## config.mk

```make
export PLATFORM = sky130hd
export DESIGN_NAME = three_axis_line_step_interpolator_unit
export DESIGN_NICKNAME = d
export VERILOG_FILES = /design/src/rtl/tlsi_pkg.sv /design/src/rtl/three_axis_line_step_interpolator_unit.sv
export SDC_FILE = /design/constraint.sdc
export NUM_CORES = 1
export LEC_CHECK = 0
export BUFFER_PORTS_ARGS = -buffer_cell sky130_fd_sc_hd__buf_2
export CORE_ASPECT_RATIO = 0.9
export CORE_MARGIN = 10
export CORE_UTILIZATION = 35
export DETAILED_ROUTE_END_ITERATION = 12
export PLACE_DENSITY = 0.61
export RECOVER_POWER = 50
export SLEW_MARGIN = 20
export SYNTH_ARGS = -nofsm -noshare
export SYNTH_HDL_FRONTEND = slang
export SYNTH_SLANG_ARGS = --single-unit
```

## constraint.sdc

```tcl
create_clock -name clk_i -period 16.9 [get_ports clk_i]
set_input_delay 1.69 -clock clk_i [delete_from_list [all_inputs] [get_ports clk_i]]
set_output_delay 1.69 -clock clk_i [all_outputs]
set_load 0.1 [all_outputs]
```

## src/rtl/tlsi_pkg.sv

```systemverilog
`timescale 1ns / 1ps
`default_nettype none

package tlsi_pkg;

  // Width of the position and target fields at the ports
  localparam int unsigned FieldBits = 24;

  // Item operation codes
  typedef enum logic [0:0] {
    OP_TICK  = 1'b0,
    OP_START = 1'b1
  } op_e;

  // One input beat
  typedef struct packed {
    op_e                          operation;
    logic signed [FieldBits-1:0]  target_x;
    logic signed [FieldBits-1:0]  target_y;
    logic signed [FieldBits-1:0]  target_z;
    logic                         limit_x;
    logic                         limit_y;
    logic                         limit_z;
  } in_item_t;

  // One result beat
  typedef struct packed {
    logic                         step_x;
    logic                         step_y;
    logic                         step_z;
    logic                         dir_x;
    logic                         dir_y;
    logic                         dir_z;
    logic signed [FieldBits-1:0]  position_x;
    logic signed [FieldBits-1:0]  position_y;
    logic signed [FieldBits-1:0]  position_z;
    logic                         busy_res;
  } out_item_t;

endpackage

`default_nettype wire

```

## src/rtl/three_axis_line_step_interpolator_unit.sv

```systemverilog
`timescale 1ns / 1ps
`default_nettype none

// Channel | Direction | Handshake          | Beat type
// --------+-----------+--------------------+---------------------
// in      | input     | in_valid_i/stall_o | tlsi_pkg::in_item_t
// out     | output    | out_valid_o/stall_i| tlsi_pkg::out_item_t
//
// A start or a tick passes from the input register through the axis
// add/compare logic into the result register, so one beat is accepted per
// cycle while the result register is free or draining.
// rst_ni clears the control state: positions zero, all axes forward, idle.
// A stalled result holds; the input register still takes a beat while the
// result waits, and in_stall_o rises only with both registers full and the
// result stalled.

module three_axis_line_step_interpolator_unit #(
  parameter int unsigned POSITION_BITS = 24,
  parameter int unsigned AXIS_COUNT    = 3
) (
  input  wire logic                 clk_i,
  input  wire logic                 rst_ni,
  input  wire logic                 in_valid_i,
  output logic                      in_stall_o,
  input  wire tlsi_pkg::in_item_t   in_data_i,
  output logic                      out_valid_o,
  input  wire logic                 out_stall_i,
  output tlsi_pkg::out_item_t       out_data_o
);

  typedef logic [POSITION_BITS-1:0] pos_t;
  typedef logic [POSITION_BITS:0]   err_t;

  // Input register
  logic                in_vld_q;
  tlsi_pkg::in_item_t  in_data_q;
  // Result register
  logic                out_vld_q;
  tlsi_pkg::out_item_t out_data_q, out_data_d;

  // Axis state
  pos_t pos_q  [3];
  pos_t pos_d  [3];
  pos_t dist_q [3];
  pos_t dist_d [3];
  err_t err_q  [3];
  err_t err_d  [3];
  logic fwd_q  [3];
  logic fwd_d  [3];
  pos_t big_q, big_d;
  pos_t iter_q, iter_d;
  logic moving_q, moving_d;

  // Per-beat working values
  logic signed [tlsi_pkg::FieldBits-1:0] tgt_in [3];
  logic                                  lim_in [3];
  pos_t diff     [3];
  pos_t new_dist [3];
  logic new_fwd  [3];
  pos_t new_big;
  err_t err_sum  [3];
  logic hit      [3];
  logic stepped  [3];
  pos_t iter_dec;

  logic fire;
  logic in_load;

  // Advance the input beat when the result register is free or draining
  assign fire       = in_vld_q & (~out_vld_q | ~out_stall_i);
  assign in_stall_o = in_vld_q & out_vld_q & out_stall_i;
  assign in_load    = in_valid_i & ~in_stall_o;

  // Input register control
  always_ff @(posedge clk_i or negedge rst_ni) begin
    if (!rst_ni) begin
      in_vld_q <= 1'b0;
    end else if (in_load) begin
      in_vld_q <= 1'b1;
    end else if (fire) begin
      in_vld_q <= 1'b0;
    end
  end

  // Input register payload
  always_ff @(posedge clk_i) begin
    if (in_load) begin
      in_data_q <= in_data_i;
    end
  end

  // Start and tick arithmetic, state update and result assembly
  always_comb begin
    tgt_in[0] = in_data_q.target_x;
    tgt_in[1] = in_data_q.target_y;
    tgt_in[2] = in_data_q.target_z;
    lim_in[0] = in_data_q.limit_x;
    lim_in[1] = in_data_q.limit_y;
    lim_in[2] = in_data_q.limit_z;

    new_big  = '0;
    iter_dec = iter_q - pos_t'(1);

    for (int a = 0; a < 3; a++) begin
      // Distance and direction toward the target, wrapped to the position width
      diff[a] = pos_t'(tgt_in[a]) - pos_q[a];
      if (a < AXIS_COUNT) begin
        new_fwd[a]  = ~diff[a][POSITION_BITS-1];
        new_dist[a] = diff[a][POSITION_BITS-1] ? (pos_t'(0) - diff[a]) : diff[a];
      end else begin
        new_fwd[a]  = 1'b1;
        new_dist[a] = '0;
      end
      if (new_dist[a] > new_big) begin
        new_big = new_dist[a];
      end

      // Error accumulation for one tick
      err_sum[a] = err_q[a] + {1'b0, dist_q[a]};
      hit[a]     = (a < AXIS_COUNT) && (err_sum[a] >= {1'b0, big_q});
      stepped[a] = 1'b0;
    end

    // Hold state by default
    pos_d    = pos_q;
    dist_d   = dist_q;
    err_d    = err_q;
    fwd_d    = fwd_q;
    big_d    = big_q;
    iter_d   = iter_q;
    moving_d = moving_q;

    if (fire) begin
      if (in_data_q.operation == tlsi_pkg::OP_START) begin
        // Load a new move when idle and the move is not empty
        if (!moving_q && (new_big != '0)) begin
          for (int a = 0; a < 3; a++) begin
            dist_d[a] = new_dist[a];
            fwd_d[a]  = new_fwd[a];
            err_d[a]  = '0;
          end
          big_d    = new_big;
          iter_d   = new_big;
          moving_d = 1'b1;
        end
      end else if (moving_q) begin
        // Run one iteration; a backward axis against its limit does not step
        for (int a = 0; a < 3; a++) begin
          if (hit[a]) begin
            err_d[a] = err_sum[a] - {1'b0, big_q};
            if (fwd_q[a] || !lim_in[a]) begin
              stepped[a] = 1'b1;
              pos_d[a]   = fwd_q[a] ? (pos_q[a] + pos_t'(1)) : (pos_q[a] - pos_t'(1));
            end
          end else if (a < AXIS_COUNT) begin
            err_d[a] = err_sum[a];
          end
        end
        iter_d   = iter_dec;
        moving_d = (iter_dec != '0);
      end
    end

    // Result beat from the updated state
    out_data_d.step_x     = stepped[0];
    out_data_d.step_y     = stepped[1];
    out_data_d.step_z     = stepped[2];
    out_data_d.dir_x      = fwd_d[0];
    out_data_d.dir_y      = fwd_d[1];
    out_data_d.dir_z      = fwd_d[2];
    out_data_d.position_x = tlsi_pkg::FieldBits'(signed'(pos_d[0]));
    out_data_d.position_y = tlsi_pkg::FieldBits'(signed'(pos_d[1]));
    out_data_d.position_z = tlsi_pkg::FieldBits'(signed'(pos_d[2]));
    out_data_d.busy_res   = moving_d;
  end

  // Axis state and move control
  always_ff @(posedge clk_i or negedge rst_ni) begin
    if (!rst_ni) begin
      for (int a = 0; a < 3; a++) begin
        pos_q[a]  <= '0;
        dist_q[a] <= '0;
        err_q[a]  <= '0;
        fwd_q[a]  <= 1'b1;
      end
      big_q    <= '0;
      iter_q   <= '0;
      moving_q <= 1'b0;
    end else begin
      pos_q    <= pos_d;
      dist_q   <= dist_d;
      err_q    <= err_d;
      fwd_q    <= fwd_d;
      big_q    <= big_d;
      iter_q   <= iter_d;
      moving_q <= moving_d;
    end
  end

  // Result register control
  always_ff @(posedge clk_i or negedge rst_ni) begin
    if (!rst_ni) begin
      out_vld_q <= 1'b0;
    end else if (fire) begin
      out_vld_q <= 1'b1;
    end else if (!out_stall_i) begin
      out_vld_q <= 1'b0;
    end
  end

  // Result register payload
  always_ff @(posedge clk_i) begin
    if (fire) begin
      out_data_q <= out_data_d;
    end
  end

  assign out_valid_o = out_vld_q;
  assign out_data_o  = out_data_q;

endmodule

`default_nettype wire

```

== Word level (Yosys, flattened, before mapping) ==
Cells that the tools add are included.
W data, S select, Z words.

* Bits in registers: 428
* Bits of input ports: 80
* Output and inout port bits: 81

* Add/sub/neg operators: 19
* Order comparisons: 6
* Equality and inequality tests: 2
* Muxes and demuxes: 41
* Bitwise gates (word level): 15
* Reductions and logical operators: 17

{| class="wikitable"
|+ Operators with widths
! kind !! number
|-
| $mux W24 || 18
|-
| $mux W75 || 3
|-
| $mux W72 || 3
|-
| $sub A24 B1 Y24 const B || 4
|-
| $add A25 B24 Y25 || 3
|-
| $ge A25 B24 Y1 || 3
|-
| $mux W25 || 3
|-
| $sub A25 B24 Y25 || 3
|-
| $add A24 B1 Y24 const B || 3
|-
| $sub A1 B24 Y24 const A || 3
|-
| $sub A24 B24 Y24 || 3
|-
| $gt A24 B24 Y1 || 2
|-
| $reduce_bool A24 Y1 || 2
|-
| $gt A24 B1 Y1 const B || 1
|-
| $mux W1 || 11
|-
| $not A1 Y1 || 10
|-
| $mux W3 || 3
|-
| $reduce_or A3 Y1 || 3
|-
| $reduce_and A3 Y1 || 2
|-
| $and A1 B1 Y1 || 4
|-
| $logic_not A1 Y1 || 4
|-
| $ne A2 B1 Y1 const B || 2
|-
| $reduce_bool A2 Y1 || 2
|-
| $logic_or A1 B1 Y1 || 3
|-
| other kinds (2) || 2
|}

== Depth between registers and ports, before layout ==
Gate-level depths: netlist (run 1).

* Depth after elaboration: 14
* Gate-level depth with buffers: 46
* Mapped depth without buffers: 41

== Worst setup path before layout (run 1) ==
OpenSTA, ideal clock, no wires.

* Kind: flip-flop to flip-flop
* From: register pos_q[24] in the netlist's numbering
* To: register out_data_q, in the netlist out_data_o[74], data pin
* Arrival time: 9191 ps
* Required time: 16712 ps
* Slack: 7521 ps
* Cell stages (with the launch flop): 42
* Clock period less this slack: 9379 ps
* Cell sequence: dfrtp_1 > ha_1 > inv_1 > fa_1 > a211o_1 > a21oi_1 > o21ai_1 > xnor2_1 > a311o_1 > nor4_1 > nand3_1 > o41ai_1 > xnor2_1 > ha_1 > nand3_1 > or3_1 > nor3_1 > o21ai_0 > [6 not listed] > ha_1 > a21o_1 > a21o_1 > a21oi_1 > nor2_1 > a2111oi_0 > a21boi_0 > o21ai_1 > clkbuf_1 > nor2_1 > a22o_1 > and4b_1 > a31o_1 > buf_6 > nor3_4 > buf_6 > buf_2 > mux2i_1

{| class="wikitable"
|+ RTL lines
! item !! RTL line !! source
|-
| from (decl) || three_axis_line_step_interpolator_unit.sv:42 || <nowiki>pos_t pos_q [3];</nowiki>
|-
| from (signal assigned) || three_axis_line_step_interpolator_unit.sv:190 || <nowiki>pos_q <= pos_d;</nowiki>
|-
| to (signal assigned) || three_axis_line_step_interpolator_unit.sv:214 || <nowiki>out_data_q <= out_data_d;</nowiki>
|-
| to (decl) || three_axis_line_step_interpolator_unit.sv:39 || <nowiki>tlsi_pkg::out_item_t out_data_q, out_data_d;</nowiki>
|}

==> reports/metrics.yaml, run 1 <==
drt:
  wl_met3_um: 5540
  drtAntennaViolNets: 0
  via_per_inst: 5.52
  remaining_drc_errors: 0
  routed_wl_um: 99300
  drtPass1Iterations: 6
  drt_iter0_drc: 1974
  vias: 28000
  dr_wl_met2_um: 43300
  wl_met1_um: 47900
  routed.top_layer: "met5"
  routedWlPerCell_um: 19.6
sta:
  hold_ws_ns: 0.482
  fin_worst_skew_ns: 0.0355
  period_needed_ns: 12.00
  finalSetupViolCount: 0
  finalSetupTns_ns: 0
  worstMarginPinSlew_ns: 5.97
  hold_viol_final: 0
  maxSlewHeadroom_pct: -298
  period_share_pct: 71.0
  max_freq_ghz: 0.0833
  rsz0062_at_grt: "false"
  report.final.slew_viol_count: 304
setup_path:
  critPathMaxStageDelay_ns: 0.77
  reg2reg_setup_slack_ns: 4.90
  critPathKind: "reg -> reg"
  worstPathRequired_ns: 17.36
  worstReg2RegStart: "pos_q[24]"
  reg2regPathDepth: 38
  cp_max_fo: 58
  cp-startpoint: "pos_q[24]"
  start_kind: "flop"
  r2r-end: "dist_q[54]"
  arrival_ns: 12.46
  cpMaxStageDelayCell: "buf_4"
  cp-end-kind: "flop"
final_layout:
  finalNetCount: 4210
  layout_commonest_cell: "ha_1"
  fill_cells: 9428
  fin_cells: 5078
  stdcell_area_um2: 37500
  layout_common_cells: "ha_1, dfrtp_1, a21oi_1, nand2_1, inv_1"
  seqCellArea_um2: 11500
  syn2layout_area_growth_pct: 11.5
  antenna_cells: 0
  multi_input_area_um2: 20800
  drive_gt1_share_pct: 9.18
clocking:
  h-tree-depth: 2
  hold_buffers: 0
  root_buffer: "clkbuf_16"
  numCtsBuffers: 50
  clkSinkCount: 428
  max-clock-path-buffers: 3
  post-cts-setup-buffer-count: 0
  path_clk_slew_ns: 0.06
  cts_resized: 0
  clk_latency_ns: 0.61
  cts_tree: "yes"
min_path:
  holdCritPathClass: "reg -> reg"
  hold_depth: 1
  hold_start: "err_q[3]"
  hold_end: "err_q[3]"
logic_synthesis:
  synth_cell_types: 97
  synth.avg_cell_area_um2: 9.23
  yosysSeqAreaShare_pct: 34.2
  synth-seq-cells: 428
  synth_nets: 4066
  synth_cells: 3642
  synth_ff_type: "dfrtp_1"
  ys_warn_count: 0
  synth_area_um2: 33600
  synth_edf_count: 155
  async_reset_ff_share_pct: 63.8
global_routing:
  grt_max_degree: 102
  overflow: 0
  track_usage_pct: 17.6
  grt_pass1_vias: 26700
  grt_pass1_wl_um: 155000
  antenna_found_initial: 1
die:
  design.die.area_um2: 109000
  core_um2: 94900
  die_x_um: 347
  die_y_um: 314
  ios: 161
  row_count: 107
  start_util_pct: 35.4
status:
  status: "finished, violations left"
  violations: "max-capacitance violations, max-slew violations"
placed_design:
  dp_hpwl_um: 76500
  placedCellCount: 4987
  gp_congestion: 0.925
  portBuffers: 160
  place_area_um2: 35800
flow_run:
  drv_cap: 5
## flip-flops by register name, summed over array words and instances (netlist names)
| name | count |
|---|---|
| big_q | 24 |
| out_valid_o | 1 |
| moving_q | 1 |
| fwd_q | 3 |
| iter_q | 24 |
| err_q | 75 |
| out_data_o | 79 |
| pos_q | 72 |
| in_data_q | 76 |
| dist_q | 72 |
| in_vld_q | 1 |
## area by class of cell
| type | count | share of cell area (%) |
|---|---|---|
| timing repair buffer | 192 | 2.44 |
| clock buffer | 66 | 3.88 |
| tap | 1253 | 4.18 |
| inverter | 237 | 2.38 |
| sequential | 428 | 30.7 |
| clock inverter | 25 | 0.851 |
| multi-input combinational | 2877 | 55.6 |
## kinds of logic (layout without fill, tap and decap cells)
family / after synthesis / count (layout) / share of synthesized area, %
AOI/OAI and AO/OA: 1020 / 1020 / 20.4
xor gates and xnor gates: 272 / 272 / 7.11
adders and majority gates: 344 / 344 / 13.1
buffers and inverters: 337 / 520 / 3.92
DFF: 428 / 428 / 34.2
muxes: 159 / 159 / 5.14
and+or+nand+nor: 1082 / 1082 / 16.1
## critical path: cells and delay by family, from the launching register on
kind / cells / cell delay, ns
compound gates: 16 / 4.62
xor+xnor: 1 / 0.46
flops: 1 / 0.43
simple gates: 11 / 2.34
fa+ha+maj: 4 / 1.23
buf+inv: 4 / 1.80
mux: 2 / 0.88
## synth_stat cells, types with 17 or more instances
cell type    n  area, µm²
o2bb2ai_1   37        324
a31oi_1     35        219
a21oi_1    262       1310
a21o_1      98        736
o21a_1      38        285
clkbuf_1    73        274
nor3b_1     17        128
o21bai_1    45        338
edfxtp_1   155       4650
ha_1       332       4150
nor2_1     220        826
nand2_1    261        980
dfrtp_1    270       6760
mux2_2      81        912
xnor2_1    170       1490
nand2b_1    34        213
and3_1      52        325
o21ai_0    192        961
nor2b_1     27        169
nor3_1     134        671
and2_1      27        169
o31ai_1     35        263
a21boi_0    17        128
buf_2       19       95.1
inv_1      234        878
o211ai_1    25        188
or3_1       48        300
nand4_1     43        269
xor2_1     101        885
a211oi_1    38        285
nand3_1    102        510
mux2i_1     71        711
nor4_1      45        282
or2_2       25        156
a211o_1     19        166
## stage by stage
stage / worst slack [ns] / utilization, %
detailed placement: 4.97 / 37.7
finish: 4.90 / 39.5
floorplan: 7.52 / -
CTS: 5.02 / 39.6
global route: 3.66 / 39.5
global placement: 5.38 / 37.7
## metal layers
metal | GRT usage (%) | up-vias
met5 | 0 | -
met3 | 2.76 | 145
met2 | 27.6 | 665
li1 | - | 13900
met1 | 24.9 | 13400
met4 | 4.52 | 2
## worst max path at each step
stage	end	slack (ns)	depth (start not counted)
final	dist_q[54]	4.90	38
after global routing	dist_q[59]	3.66	39
after CTS	dist_q[54]	5.02	39
after detailed placement	out_data_o[74]	4.97	38
after global placement	dist_q[60]	5.38	39
after floorplan	out_data_o[74]	7.52	41
Power of run 1 is left out: the tool's default activity adds up to more than one toggle a clock period on the data nets, which glitch-free logic cannot reach.
==> run 2: changes to the inputs <==
- clock period: 16.9 -> 11.93 ns (I/O delays scaled with it)
==> reports/metrics.yaml, run 2 (same netlist as run 1, synthesis figures left out) <==
sta:
  fin_worst_skew_ns: 0.0219  # -0.0135 ns
  max_freq_ghz: 0.0904  # +8.5%
  period_share_pct: 92.7  # +22 points
  hold_viol_final: 0  # unchanged
  finalSetupTns_ns: 0  # unchanged
  timing.final.ws_setup_ns: 0.871  # -4.03 ns
  rsz0062_at_grt: "false"
  finalSetupViolCount: 0  # unchanged
  report.final.slew_viol_count: 355  # +17%
  maxSlewHeadroom_pct: -339  # -41 points
  worstMarginPinSlew_ns: 6.59  # +0.614 ns
  period_needed_ns: 11.06  # -0.939 ns
final_layout:
  fin_util_pct: 39.6  # +0.11 points
  drive_gt1_share_pct: 10.9  # +1.7 points
  layout_common_cells: "ha_1, dfrtp_1, a21oi_1, nand2_1, inv_1"
  syn2layout_area_growth_pct: 11.8
  layout_commonest_cell: "ha_1"
  largest_reg_flops: 79  # unchanged
  antenna_cells: 0  # unchanged
  finalNetCount: 4222  # +0.29%
clocking:
  cts_tree: "yes"
  numCtsBuffers: 50  # unchanged
  clkSinkCount: 428  # unchanged
  clk_latency_ns: 0.61  # about the same
  max-clock-path-buffers: 3  # unchanged
  root_buffer: "clkbuf_16"
  h-tree-depth: 2  # unchanged
  path_clk_slew_ns: 0.07  # about the same
setup_path:
  cp_max_fo: 70  # +21%
  critPathBufInv: 5  # +1
  critPathKind: "reg -> reg"
  cpLargestDelayFamily: "compound AO/OA/AOI/OAI gates"
  start_kind: "flop"
  worstPathRequired_ns: 12.34  # -5.02 ns
  arrival_ns: 11.47  # -0.99 ns
  cpMaxStageDelayCell: "o41ai_1"
  critPathMaxStageDelay_ns: 0.63  # -0.14 ns
  cp-end-kind: "flop"
die:
  ios: 161  # unchanged
  core_um2: 94900  # unchanged
  row_count: 107  # unchanged
  die_x_um: 347  # unchanged
  die_y_um: 314  # unchanged
  start_util_pct: 35.4  # unchanged
  design.die.area_um2: 109000  # unchanged
drt:
  drtAntennaViolNets: 0  # unchanged
  remaining_drc_errors: 0  # unchanged
  drt_iter0_drc: 2234  # +13%
  drtPass1Iterations: 7  # +1
  vias: 28100  # +0.25%
  routed_wl_um: 101000  # +1.3%
  routedWlPerCell_um: 19.8  # +1.0%
  via_per_inst: 5.52  # about the same
placed_design:
  portBuffers: 160  # unchanged
  dp_slack_ns: 0.882  # -4.08 ns
  gp_congestion: 0.931  # +0.64%
  dp_hpwl_um: 78000  # +2.0%
global_routing:
  grt_pass1_wl_um: 156000  # +1.0%
  antenna_found_initial: 4  # +3
  grt_max_degree: 161  # +58%
  overflow: 0  # unchanged
  track_usage_pct: 17.8  # +0.24 points
  grt_pass1_vias: 26400  # -1.2%
flow_run:
  drv_cap: 4  # -1
status:
  status: "finished, violations left"
  violations: "max-capacitance violations, max-slew violations"
min_path:
  holdCritPathClass: "reg -> reg"
run 2: changes by cell type in the layout (fill, tap and decap cells not counted), sizes merged:
cell      previous run  this run
inv                239       237
clkinvlp             3         4
bufinv               7         4
clkbuf             162       110
buf                 96       160
clkinv              13        19
run 2: final cells by class:
class                           count  area, µm²
Tap cell                         1253       1570
Sequential cell                   428      11500
Multi-Input combinational cell   2877      20800
Timing Repair Buffer              204       1080
Inverter                          237        895
Clock inverter                     27        265
Clock buffer                       66       1450
Fill cell                        9452      57300
run 2: layer usage:
metal / track usage (%) / wire [µm]
met1: 25.9 / 48700
met2: 27.8 / 44100
met3: 2.56 / 5840
met4: 3.64 / 1960
met5: 0 / 13
run 2: worst paths after layout:
| check | startpoint | endpoint | slack (ns) | cells after the start |
|---|---|---|---|---|
| max in group asynchronous | rst_ni | pos_q[10] | 2.19 | 2 |
| max reg2reg | pos_q[24] | out_data_o[75] | 0.87 | 37 |
| max | pos_q[24] | out_data_o[75] | 0.87 | 37 |
| min in group asynchronous | rst_ni | err_q[45] | 3.05 | 1 |
| min | err_q[13] | err_q[13] | 0.49 | 1 |
| min reg2reg | err_q[13] | err_q[13] | 0.49 | 1 |
run 2: through the flow:
| step | hold slack (ns) | instances | instance area [µm²] |
|---|---|---|---|
| finish | 0.486 | 5092 | 37600 |
| global route | 0.507 | 5092 | 37600 |
| CTS | 0.485 | 5092 | 37700 |
| detailed placement | 0.471 | 4999 | 35900 |
| global placement | 0.464 | 4999 | 35900 |
| floorplan | 0.453 | 3642 | 33600 |
run 2: timing repair:
action                                  4_1_cts  5_1_grt
gates resized for setup                       0        2
hold buffers                                  0        0
buffers inserted                              0        0
endpoints found under the setup margin        0      119
Power of run 2 is left out for the same reason.
